**src/hw/rtl/alurf_pkg.sv**
```systemverilog
`timescale 1ns / 1ps
// ============================================================================
// alurf_pkg: shared types and constants for the ALU register file block
// Holds the operation codes, the decoded micro-op that travels from the
// front end through the queue to the back end, and the status bundles.
// ============================================================================

package alurf_pkg;

   // Field widths fixed by the instruction format.
   localparam int WORD_W    = 32;
   localparam int IDX_W     = 3;
   localparam int OP_W      = 3;
   localparam int SHAMT_W   = 5;

   // Default register count and depth of the queue between front and back.
   localparam int REG_COUNT_DEFAULT = 8;
   localparam int QUEUE_DEPTH       = 2;
   localparam int QCOUNT_W          = $clog2(QUEUE_DEPTH + 1);

   // Operation codes as they arrive on the request channel.
   typedef enum logic [OP_W-1:0] {
      OP_MOV = 3'd0,
      OP_LSL = 3'd1,
      OP_LSR = 3'd2,
      OP_ADD = 3'd3,
      OP_SUB = 3'd4,
      OP_AND = 3'd5,
      OP_ORR = 3'd6,
      OP_XOR = 3'd7
   } alu_op_type;

   // Condition flags.
   typedef struct packed {
      logic n;
      logic z;
      logic c;
      logic v;
   } nzcv_type;

   // Decoded instruction, classified by the front end.
   typedef struct packed {
      alu_op_type               op;
      logic [IDX_W-1:0]         dest;
      logic [IDX_W-1:0]         src1;
      logic [IDX_W-1:0]         src2;
      logic                     dest_ok;
      logic                     src1_ok;
      logic                     src2_ok;
      logic [WORD_W-1:0]        imm;
      logic [SHAMT_W-1:0]       shamt;
      logic                     upd_nz;
      logic                     upd_c;
      logic                     upd_v;
   } uop_type;

   // Queue occupancy, seen by the top level.
   typedef struct packed {
      logic                     full;
      logic                     empty;
      logic [QCOUNT_W-1:0]      count;
   } queue_status_type;

   // Execute stage status, seen by the top level.
   typedef struct packed {
      logic                     ex_fire;
      alu_op_type               ex_op;
      nzcv_type                 flags;
   } back_status_type;

endpackage

```
**src/hw/rtl/alurf_front.sv**
```systemverilog
`timescale 1ns / 1ps
// ============================================================================
// alurf_front: request intake and instruction classification
// Accepts request beats while the queue has room, checks register indexes
// against the register count and marks which flags the instruction updates.
// ============================================================================

module alurf_front #(
   parameter int RegCount = alurf_pkg::REG_COUNT_DEFAULT
) (
   input  logic                              req_valid,
   output logic                              req_ready,
   input  logic [alurf_pkg::OP_W-1:0]        req_action,
   input  logic [alurf_pkg::IDX_W-1:0]       req_dest_reg,
   input  logic [alurf_pkg::IDX_W-1:0]       req_first_src,
   input  logic [alurf_pkg::IDX_W-1:0]       req_second_src,
   input  logic [alurf_pkg::WORD_W-1:0]      req_immediate,
   input  logic                              q_full,
   output logic                              push,
   output alurf_pkg::uop_type                push_uop
);

   alurf_pkg::alu_op_type op;
   logic                  shift_nonzero;

   // A beat is taken whenever the queue can hold it.
   assign req_ready = ~q_full;
   assign push      = req_valid & ~q_full;

   assign op            = alurf_pkg::alu_op_type'(req_action);
   assign shift_nonzero = (req_immediate[alurf_pkg::SHAMT_W-1:0] != '0);

   // Build the micro-op and decide which flags it writes.
   always_comb begin
      push_uop         = '0;
      push_uop.op      = op;
      push_uop.dest    = req_dest_reg;
      push_uop.src1    = req_first_src;
      push_uop.src2    = req_second_src;
      push_uop.dest_ok = (int'(req_dest_reg) < RegCount);
      push_uop.src1_ok = (int'(req_first_src) < RegCount);
      push_uop.src2_ok = (int'(req_second_src) < RegCount);
      push_uop.imm     = req_immediate;
      push_uop.shamt   = req_immediate[alurf_pkg::SHAMT_W-1:0];
      case (op)
         alurf_pkg::OP_LSL, alurf_pkg::OP_LSR: begin
            push_uop.upd_nz = 1'b1;
            // A shift by zero keeps the carry.
            push_uop.upd_c  = shift_nonzero;
         end
         alurf_pkg::OP_ADD, alurf_pkg::OP_SUB: begin
            push_uop.upd_nz = 1'b1;
            push_uop.upd_c  = 1'b1;
            push_uop.upd_v  = 1'b1;
         end
         alurf_pkg::OP_AND: begin
            push_uop.upd_nz = 1'b1;
         end
         default: begin
            push_uop.upd_nz = 1'b0;
         end
      endcase
   end

endmodule

```
**src/hw/rtl/alurf_queue.sv**
```systemverilog
`timescale 1ns / 1ps
// ============================================================================
// alurf_queue: short micro-op queue between front end and back end
// A small circular buffer that lets intake and execution stall independently.
// ============================================================================

module alurf_queue (
   input  logic                          clock,
   input  logic                          reset,
   input  logic                          push,
   input  alurf_pkg::uop_type            push_uop,
   input  logic                          pop,
   output alurf_pkg::uop_type            head_uop,
   output alurf_pkg::queue_status_type   status
);

   localparam int Depth = alurf_pkg::QUEUE_DEPTH;
   localparam int PtrW  = (Depth > 1) ? $clog2(Depth) : 1;
   localparam int CntW  = alurf_pkg::QCOUNT_W;

   alurf_pkg::uop_type  entry_ff [Depth];
   logic [PtrW-1:0]     wr_ptr_ff, wr_ptr_in;
   logic [PtrW-1:0]     rd_ptr_ff, rd_ptr_in;
   logic [CntW-1:0]     count_ff, count_in;

   // Pointer and occupancy updates.
   always_comb begin
      wr_ptr_in = wr_ptr_ff;
      rd_ptr_in = rd_ptr_ff;
      count_in  = count_ff;
      if (push) begin
         wr_ptr_in = (wr_ptr_ff == PtrW'(Depth - 1)) ? '0 : wr_ptr_ff + PtrW'(1);
      end
      if (pop) begin
         rd_ptr_in = (rd_ptr_ff == PtrW'(Depth - 1)) ? '0 : rd_ptr_ff + PtrW'(1);
      end
      if (push && !pop) begin
         count_in = count_ff + CntW'(1);
      end else if (pop && !push) begin
         count_in = count_ff - CntW'(1);
      end
   end

   always_ff @(posedge clock) begin
      if (reset) begin
         wr_ptr_ff <= '0;
         rd_ptr_ff <= '0;
         count_ff  <= '0;
      end else begin
         wr_ptr_ff <= wr_ptr_in;
         rd_ptr_ff <= rd_ptr_in;
         count_ff  <= count_in;
      end
   end

   // Entry storage needs no reset.
   always_ff @(posedge clock) begin
      if (push) begin
         entry_ff[wr_ptr_ff] <= push_uop;
      end
   end

   assign head_uop     = entry_ff[rd_ptr_ff];
   assign status.count = count_ff;
   assign status.full  = (count_ff == CntW'(Depth));
   assign status.empty = (count_ff == '0);

endmodule

```
**src/hw/rtl/alurf_back.sv**
```systemverilog
`timescale 1ns / 1ps
// ============================================================================
// alurf_back: register read, execute and result register
// Reads both sources from the register file into operand registers, executes one
// micro-op per cycle while the output register is free or draining, writes the
// destination and flags, and holds the result beat in that register until taken.
// ============================================================================

module alurf_back #(
   parameter int RegCount = alurf_pkg::REG_COUNT_DEFAULT
) (
   input  logic                              clock,
   input  logic                              reset,
   input  logic                              q_valid,
   input  alurf_pkg::uop_type                head_uop,
   output logic                              pop,
   output logic                              rsp_valid,
   input  logic                              rsp_ready,
   output logic [alurf_pkg::IDX_W-1:0]       rsp_written_reg,
   output logic [alurf_pkg::WORD_W-1:0]      rsp_written_value,
   output logic                              rsp_flag_negative,
   output logic                              rsp_flag_zero,
   output logic                              rsp_flag_carry,
   output logic                              rsp_flag_overflow,
   output alurf_pkg::back_status_type        status
);

   localparam int AddrW = (RegCount > 1) ? $clog2(RegCount) : 1;
   localparam int W     = alurf_pkg::WORD_W;
   localparam int SW    = alurf_pkg::SHAMT_W;

   // Register file storage with one valid bit per entry.
   logic [W-1:0]           rf_ff [RegCount];
   logic [RegCount-1:0]    rf_valid_ff;

   // Execute stage.
   logic                   ex_valid_ff, ex_valid_in;
   alurf_pkg::uop_type     ex_uop_ff;
   logic [W-1:0]           opa_ff, opb_ff;
   alurf_pkg::nzcv_type    flags_ff, flags_in;

   // Output register.
   logic                   rsp_valid_ff, rsp_valid_in;
   logic [alurf_pkg::IDX_W-1:0] rsp_reg_ff;
   logic [W-1:0]           rsp_value_ff;
   alurf_pkg::nzcv_type    rsp_flags_ff;

   logic                   ex_fire;
   logic                   wr_en;
   logic [AddrW-1:0]       wr_addr, ra_addr, rb_addr;
   logic                   fwd_a, fwd_b;
   logic [W-1:0]           result;
   logic                   carry_calc;
   logic                   ovf_calc;
   logic [W:0]             sum_wide, diff_wide;
   logic [SW-1:0]          lsl_cbit, lsr_cbit;

   // Stage handshakes: execute fires when the output register is free or
   // draining; a new micro-op is read when the execute stage will be free.
   assign ex_fire      = ex_valid_ff & (~rsp_valid_ff | rsp_ready);
   assign pop          = q_valid & (~ex_valid_ff | ex_fire);
   assign ex_valid_in  = pop | (ex_valid_ff & ~ex_fire);
   assign rsp_valid_in = ex_fire | (rsp_valid_ff & ~rsp_ready);

   // Register file addressing and same-cycle write forwarding.
   assign wr_en   = ex_fire & ex_uop_ff.dest_ok;
   assign wr_addr = AddrW'(ex_uop_ff.dest);
   assign ra_addr = AddrW'(head_uop.src1);
   assign rb_addr = AddrW'(head_uop.src2);
   assign fwd_a   = wr_en & (wr_addr == ra_addr);
   assign fwd_b   = wr_en & (wr_addr == rb_addr);

   // Adder, subtractor and shift carry bit positions.
   assign sum_wide  = {1'b0, opa_ff} + {1'b0, opb_ff};
   assign diff_wide = {1'b0, opa_ff} - {1'b0, opb_ff};
   assign lsl_cbit  = SW'(6'd32 - {1'b0, ex_uop_ff.shamt});
   assign lsr_cbit  = ex_uop_ff.shamt - SW'(1);

   // Execute the operation.
   always_comb begin
      result     = '0;
      carry_calc = 1'b0;
      ovf_calc   = 1'b0;
      case (ex_uop_ff.op)
         alurf_pkg::OP_MOV: begin
            result = ex_uop_ff.imm;
         end
         alurf_pkg::OP_LSL: begin
            result     = opa_ff << ex_uop_ff.shamt;
            carry_calc = opa_ff[lsl_cbit];
         end
         alurf_pkg::OP_LSR: begin
            result     = opa_ff >> ex_uop_ff.shamt;
            carry_calc = opa_ff[lsr_cbit];
         end
         alurf_pkg::OP_ADD: begin
            result     = sum_wide[W-1:0];
            carry_calc = sum_wide[W];
            ovf_calc   = ~(opa_ff[W-1] ^ opb_ff[W-1]) & (opa_ff[W-1] ^ result[W-1]);
         end
         alurf_pkg::OP_SUB: begin
            result     = diff_wide[W-1:0];
            // Carry means no borrow.
            carry_calc = ~diff_wide[W];
            ovf_calc   = (opa_ff[W-1] ^ opb_ff[W-1]) & (opa_ff[W-1] ^ result[W-1]);
         end
         alurf_pkg::OP_AND: begin
            result = opa_ff & opb_ff;
         end
         alurf_pkg::OP_ORR: begin
            result = opa_ff | opb_ff;
         end
         default: begin
            result = opa_ff ^ opb_ff;
         end
      endcase
   end

   // Flag update under the classification from the front end.
   always_comb begin
      flags_in = flags_ff;
      if (ex_uop_ff.upd_nz) begin
         flags_in.n = result[W-1];
         flags_in.z = (result == '0);
      end
      if (ex_uop_ff.upd_c) begin
         flags_in.c = carry_calc;
      end
      if (ex_uop_ff.upd_v) begin
         flags_in.v = ovf_calc;
      end
   end

   // Control state.
   always_ff @(posedge clock) begin
      if (reset) begin
         ex_valid_ff  <= 1'b0;
         rsp_valid_ff <= 1'b0;
         flags_ff     <= '0;
         rf_valid_ff  <= '0;
      end else begin
         ex_valid_ff  <= ex_valid_in;
         rsp_valid_ff <= rsp_valid_in;
         if (ex_fire) begin
            flags_ff <= flags_in;
         end
         if (wr_en) begin
            rf_valid_ff[wr_addr] <= 1'b1;
         end
      end
   end

   // Register file write port.
   always_ff @(posedge clock) begin
      if (wr_en) begin
         rf_ff[wr_addr] <= result;
      end
   end

   // Register file read ports into the operand registers.
   always_ff @(posedge clock) begin
      if (pop) begin
         ex_uop_ff <= head_uop;
         if (!head_uop.src1_ok) begin
            opa_ff <= '0;
         end else if (fwd_a) begin
            opa_ff <= result;
         end else if (!rf_valid_ff[ra_addr]) begin
            opa_ff <= '0;
         end else begin
            opa_ff <= rf_ff[ra_addr];
         end
         if (!head_uop.src2_ok) begin
            opb_ff <= '0;
         end else if (fwd_b) begin
            opb_ff <= result;
         end else if (!rf_valid_ff[rb_addr]) begin
            opb_ff <= '0;
         end else begin
            opb_ff <= rf_ff[rb_addr];
         end
      end
   end

   // Result beat payload.
   always_ff @(posedge clock) begin
      if (ex_fire) begin
         rsp_reg_ff   <= ex_uop_ff.dest;
         rsp_value_ff <= result;
         rsp_flags_ff <= flags_in;
      end
   end

   assign rsp_valid         = rsp_valid_ff;
   assign rsp_written_reg   = rsp_reg_ff;
   assign rsp_written_value = rsp_value_ff;
   assign rsp_flag_negative = rsp_flags_ff.n;
   assign rsp_flag_zero     = rsp_flags_ff.z;
   assign rsp_flag_carry    = rsp_flags_ff.c;
   assign rsp_flag_overflow = rsp_flags_ff.v;

   assign status.ex_fire = ex_fire;
   assign status.ex_op   = ex_uop_ff.op;
   assign status.flags   = flags_ff;

endmodule

```
**src/hw/rtl/alu_register_file_with_flags.sv**
```systemverilog
`timescale 1ns / 1ps
// A request beat accepted into the queue goes through register read into the
// operand registers, then execute into the output register. Throughput: one
// instruction per cycle while result beats are taken, set by the execute stage
// and the write-forwarded register file read. Reset marks all registers invalid
// (read as zero) and clears the flags, the queue and both pipeline stages.
// ============================================================================
// alu_register_file_with_flags: ALU with register file and NZCV flags
// A front end classifies instructions into a short queue; a back end reads
// the sources, executes, writes the destination and flags, and returns one
// result beat per instruction.
// ============================================================================

module alu_register_file_with_flags #(
   parameter int RegCount = alurf_pkg::REG_COUNT_DEFAULT
) (
   input  logic                              clock,
   input  logic                              reset,
   input  logic                              req_valid,
   output logic                              req_ready,
   input  logic [alurf_pkg::OP_W-1:0]        req_action,
   input  logic [alurf_pkg::IDX_W-1:0]       req_dest_reg,
   input  logic [alurf_pkg::IDX_W-1:0]       req_first_src,
   input  logic [alurf_pkg::IDX_W-1:0]       req_second_src,
   input  logic [alurf_pkg::WORD_W-1:0]      req_immediate,
   output logic                              rsp_valid,
   input  logic                              rsp_ready,
   output logic [alurf_pkg::IDX_W-1:0]       rsp_written_reg,
   output logic [alurf_pkg::WORD_W-1:0]      rsp_written_value,
   output logic                              rsp_flag_negative,
   output logic                              rsp_flag_zero,
   output logic                              rsp_flag_carry,
   output logic                              rsp_flag_overflow
);

   logic                          push;
   logic                          pop;
   alurf_pkg::uop_type            push_uop;
   alurf_pkg::uop_type            head_uop;
   alurf_pkg::queue_status_type   q_status;
   alurf_pkg::back_status_type    back_status;

   // Intake and classification.
   alurf_front #(
      .RegCount (RegCount)
   ) u_front (
      .req_valid      (req_valid),
      .req_ready      (req_ready),
      .req_action     (req_action),
      .req_dest_reg   (req_dest_reg),
      .req_first_src  (req_first_src),
      .req_second_src (req_second_src),
      .req_immediate  (req_immediate),
      .q_full         (q_status.full),
      .push           (push),
      .push_uop       (push_uop)
   );

   // Decoupling queue.
   alurf_queue u_queue (
      .clock    (clock),
      .reset    (reset),
      .push     (push),
      .push_uop (push_uop),
      .pop      (pop),
      .head_uop (head_uop),
      .status   (q_status)
   );

   // Register read, execute and result register.
   alurf_back #(
      .RegCount (RegCount)
   ) u_back (
      .clock             (clock),
      .reset             (reset),
      .q_valid           (~q_status.empty),
      .head_uop          (head_uop),
      .pop               (pop),
      .rsp_valid         (rsp_valid),
      .rsp_ready         (rsp_ready),
      .rsp_written_reg   (rsp_written_reg),
      .rsp_written_value (rsp_written_value),
      .rsp_flag_negative (rsp_flag_negative),
      .rsp_flag_zero     (rsp_flag_zero),
      .rsp_flag_carry    (rsp_flag_carry),
      .rsp_flag_overflow (rsp_flag_overflow),
      .status            (back_status)
   );

`ifndef SYNTHESIS
   // The queue never holds more than its depth.
   assert property (@(posedge clock) disable iff (reset)
      q_status.count <= alurf_pkg::QCOUNT_W'(alurf_pkg::QUEUE_DEPTH))
      else $error("queue occupancy exceeds its depth");

   // The back end never pops an empty queue.
   assert property (@(posedge clock) disable iff (reset)
      pop |-> !q_status.empty)
      else $error("pop from an empty queue");

   // MOV, ORR and XOR leave the flags unchanged.
   assert property (@(posedge clock) disable iff (reset)
      (back_status.ex_fire && (back_status.ex_op == alurf_pkg::OP_MOV ||
                               back_status.ex_op == alurf_pkg::OP_ORR ||
                               back_status.ex_op == alurf_pkg::OP_XOR))
      |=> (back_status.flags == $past(back_status.flags)))
      else $error("flags changed by a flag-preserving operation");

   // An executed instruction always lands in the output register.
   assert property (@(posedge clock) disable iff (reset)
      back_status.ex_fire |=> rsp_valid)
      else $error("executed instruction produced no result beat");
`endif

endmodule

```
**config.mk**
```make
export PLATFORM = sky130hd
export DESIGN_NAME = alu_register_file_with_flags
export DESIGN_NICKNAME = d
export VERILOG_FILES = /design/src/hw/rtl/alurf_pkg.sv /design/src/hw/rtl/alurf_front.sv /design/src/hw/rtl/alurf_queue.sv /design/src/hw/rtl/alurf_back.sv /design/src/hw/rtl/alu_register_file_with_flags.sv
export SDC_FILE = /design/constraint.sdc
export NUM_CORES = 1
export LEC_CHECK = 0
export BUFFER_PORTS_ARGS = -buffer_cell sky130_fd_sc_hd__buf_2
export CAP_MARGIN = 20
export CORE_ASPECT_RATIO = 0.8
export CORE_MARGIN = 2
export CORE_UTILIZATION = 35
export DETAILED_ROUTE_END_ITERATION = 8
export PLACE_DENSITY = 0.48
export REMOVE_ABC_BUFFERS = 1
export SETUP_SLACK_MARGIN = 0.05
export SYNTH_ARGS = -nofsm -noshare
export SYNTH_HDL_FRONTEND = slang
export SYNTH_SLANG_ARGS = --single-unit
```
**constraint.sdc**
```tcl
create_clock -name clock -period 12.6 [get_ports clock]
set_input_delay 1.26 -clock clock [delete_from_list [all_inputs] [get_ports clock]]
set_output_delay 1.26 -clock clock [all_outputs]
set_load 0.02 [all_outputs]
```
==> summary.txt <==
Status
  – Status: finished, final reports clean

Placement
  – I/O Buffers: 88
  – Final HPWL DP: 86.56 mm
  – Cell count after placement: between 3000 and 4000
  – Gp weighted congestion: 0.9980

Global routing
  – Number of global-route vias before repair: ~23000
  – Tot GR Track Use: about a quarter
  – Largest net degree at the start of global routing: 56
  – Remaining Overflow, GRT: 0
  – First-pass GRT wire length: approximately 170 mm
  – Initial antenna violation count: 3

STA
  – Final Setup Violations: 0
  – Setup Skew: approximately 0.021 ns
  – F_max: ~0.16 GHz
  – Worst slew pin tran: roughly 1.1 ns
  – Crit share post-route: between 40% and 50%
  – Final hold violation count: 0
  – Setup TNS: 0 ns
  – Minimum clock period: 6.089 ns
  – RSZ-0062 raised after global routing: false
  – Max transition margin: between 20% and 30%
  – Max-slew violation count: 0
  – Worst Hold Slack: roughly 0.46 ns

Pwr
  – Max VDD drop: around 0.18 mV
  – Sw Ratio: roughly 48%
  – Tot Pwr: around 11 mW
  – Leak pwr: about 12 nW
  – Clock power frac: about 15%
  – Seq pwr share: roughly 28%
  – Switching pwr: approximately 5.2 mW
  – Combinational power share: between 50% and 60%
  – Cell-internal power: approximately 5.6 mW
  – P per Cell Area: just over 300 nW/µm²

Worst setup path
  – Critical Path RT: between 10 and 15 ns
  – Reg2Reg Depth: 13
  – Critical path fanouts, max: 44
  – Top cell by count, worst path: buf_4
  – Startpoint Class: register
  – R2R Path End: u_back.rsp_flag_zero$_DFFE_PP_
  – Reg2reg setup slack: roughly 6.5 ns
  – CP arrival: between 6 and 7 ns
  – Slowest cell on the critical path: nor4_1
  – Cells along the critical path: buf_4 -> buf_4 -> mux4_2 -> mux2_2 -> mux2i_1 -> o221ai_1 -> a211oi_1 -> nand3_1 -> nand2b_1 -> nor4_1 -> nand4_1 -> or4_1 -> o41ai_2
  – Slowest stage delay, CP: roughly 0.63 ns
  – Worst path bufs/invs: 2
  – WS Path Type: reg2reg
  – CP Capture Type: register
  – Reg2reg start: u_back.ex_uop_ff[3]$_DFFE_PP_
  – Delay-heaviest family, CP: simple AND/OR/NAND/NOR gates

Clock tree
  – Worst skew pair latency: between 0.6 and 0.7 ns
  – Clock transition at path regs: ~0.060 ns
  – Clock Root Buffer: clkbuf_16
  – Hold buffer count at CTS: 0
  – Max clock buf depth: 3
  – Setup Buffers After CTS: 0
  – Clock sinks: 513
  – CTS tree: built
  – CTS Buf Count: between 50 and 60
  – Gates resized, CTS repair: 0
  – # H-tree levels: 2

Floorplanning
  – Chip height: 270.4 µm
  – I/O pins: a little under 90
  – DIE AREA: ~91000 µm²
  – Starting Density: around 35%
  – Die X-Extent: approximately 340 µm
  – Rows: a little under 100
  – Core area: between 80000 and 90000 µm²

Worst hold path
  – Worst Hold Depth: 2
  – Hold Startpoint: u_back.status[0]$_SDFFE_PP0P_
  – HP Class: reg2reg
  – Hold EP: u_back.status[0]$_SDFFE_PP0P_

Logic synthesis
  – Synth Flop Type: edfxtp_1
  – Mapped cell area: slightly above 30000 µm²
  – Library cells used by synthesis: 86
  – Post-Synthesis Cells: about 2500
  – Synth warn: 0
  – Synth top area cells: edfxtp_1 48%, mux4_2 13%, mux2i_1 4.7%
  – Area leader, netlist: edfxtp_1
  – Avg Synthesized Cell Area: around 12 µm²
  – Async S/R FF share, synth: 0%
  – Sequential fraction of the synthesis area: between 40% and 50%
  – Area share of the largest cell type after synthesis: between 40% and 50%
  – Yosys reg bits: between 500 and 600
  – Post-synth EDFFs: 494

Flow run
  – Max-cap viol count: 0

Layout
  – Largest registers: u_back.rf_ff: 256 flops, u_queue.entry_ff: 94 flops, u_back.ex_uop_ff: 35 flops
  – # nets final: around 2700
  – Max reg flops: about 260
  – Biggest register: u_back.rf_ff
  – Layout cells sized above 1: 21.99%
  – Area grow syn2layout: 11.94%
  – Final core occ: 39.60%
  – Final cell count without fillers: about 3800

Drt
  – Iter 0 DRT Violations: 2193
  – Final WL: approximately 120 mm
  – Post-route antenna net violation count: 0
  – DRC violations left: 0
  – Via Count: 22908
  – Drt pass-1 iters: 5
  – Via density per instance: ~6
  – DR WL/cell: ~32 µm
-- through the flow --
| stage | worst slack, ns | instance area [µm²] |
|---|---|---|
| global placement | 6.725 | 32940 |
| global route | 6.393 | 34740 |
| finish | 6.511 | 34750 |
| floorplan | 2.986 | 30270 |
| CTS | 6.800 | 34740 |
| detailed placement | 6.802 | 32960 |
-- power by group through the flow --
stage | clock [mW] | combinational [mW] | sequential, mW
after global placement | 0 | 6.00 | 3.08
after CTS | 1.66 | 6.03 | 3.06
after floorplan | 0 | 3.65 | 3.14
after detailed placement | 0 | 6.00 | 3.09
final | 1.61 | 6.10 | 3.07
after global routing | 1.72 | 6.49 | 3.10
-- logic make-up after synthesis --
family | count (synthesis) | synth area share (%)
XOR/XNOR | 32 | 0.9029
multiplexers | 402 | 20.47
AO/OA/AOI/OAI | 576 | 12.68
AND/OR/NAND/NOR | 536 | 8.255
flip-flops | 513 | 49.02
buffers and inverters | 318 | 4.204
adder cells (fa/ha/maj) | 110 | 4.474
-- worst max path at each step --
stage	cells past startpoint	from	slack [ns]	endpoint
6_report	13	u_back.ex_uop_ff[3]$_DFFE_PP_	6.51	u_back.rsp_flag_zero$_DFFE_PP_
5_1_grt	13	u_back.ex_uop_ff[3]$_DFFE_PP_	6.39	u_back.rsp_flag_zero$_DFFE_PP_
4_1_cts	13	u_back.ex_uop_ff[3]$_DFFE_PP_	6.80	u_back.rsp_flag_zero$_DFFE_PP_
3_5_place_dp	13	u_back.ex_uop_ff[3]$_DFFE_PP_	6.80	u_back.rsp_flag_zero$_DFFE_PP_
3_3_place_gp	12	u_back.ex_uop_ff[4]$_DFFE_PP_	6.73	u_back.rsp_flag_zero$_DFFE_PP_
2_1_floorplan	5	register	2.99	u_back.opa_ff[11]$_DFFE_PP_
-- routing by layer --
| layer | routed length, µm | global-route usage [%] | vias to the layer above | share of wire (%) |
|---|---|---|---|---|
| li1 | - | - | 9881 | - |
| met2 | 55640 | 41.52 | 891 | 46 |
| met3 | 7429 | 3.856 | 191 | 6.1 |
| met5 | 22 | 0 | - | 0.018 |
| met4 | 3412 | 6.943 | 4 | 2.8 |
| met1 | 54490 | 37.90 | 11941 | 45 |
-- worst register-to-register path, delay by kind of cell, from the launching register on --
family / cells / cell delay, ns
AOI/OAI and AO/OA: 3 / 0.91
and+or+nand+nor: 5 / 2.38
buffers and inverters: 2 / 0.99
DFF: 1 / 0.32
muxes: 3 / 1.32
-- placed cells by master, fill, tap and decap left out, types with 11 or more instances in the layout --
| cell type | instances |
|---|---|
| o221ai_1 | 12 |
| mux2_2 | 78 |
| clkbuf_16 | 55 |
| mux4_2 | 177 |
| a211oi_1 | 29 |
| ha_1 | 107 |
| a22o_1 | 11 |
| nor2b_1 | 18 |
| inv_1 | 137 |
| a22oi_1 | 18 |
| a221oi_1 | 26 |
| nand4_1 | 24 |
| nand2b_1 | 27 |
| dfxtp_1 | 18 |
| xnor2_1 | 21 |
| o31ai_1 | 20 |
| nand3_1 | 33 |
| buf_2 | 88 |
| nor2_1 | 161 |
| nand2_1 | 135 |
| nor4_1 | 18 |
| o211ai_1 | 17 |
| a21oi_1 | 127 |
| o22ai_1 | 88 |
| a31oi_1 | 13 |
| xor2_1 | 11 |
| o21ai_0 | 82 |
| clkinv_2 | 16 |
| buf_4 | 77 |
| nor3_1 | 43 |
| edfxtp_1 | 494 |
| mux2i_1 | 139 |
-- Yosys cell counts, types with 20 or more instances --
cell type  number
nand2b_1       27
inv_1         139
edfxtp_1      494
a221oi_1       26
o31ai_1        20
nand3_1        33
clkbuf_1      103
a211oi_1       29
mux2i_1       145
nor2_1        166
a21oi_1       127
mux4_2        177
o21ai_0        83
xnor2_1        21
buf_1          33
buf_2          26
nand4_1        24
nand2_1       137
o22ai_1        88
ha_1          107
nor3_1         47
mux2_2         78
-- area by class of cell --
| class | instances | area [µm²] |
|---|---|---|
| tap | 1188 | 1486 |
| antenna | 2 | 5.005 |
| sequential | 513 | 15220 |
| inverter | 142 | 535.5 |
| clock buffer | 64 | 1420 |
| fill | 8337 | 53000 |
| clock inverter | 37 | 365.4 |
| timing repair buffer | 166 | 1030 |
| multi-input combinational | 1656 | 14690 |
Power figures use the tool's default switching activity.
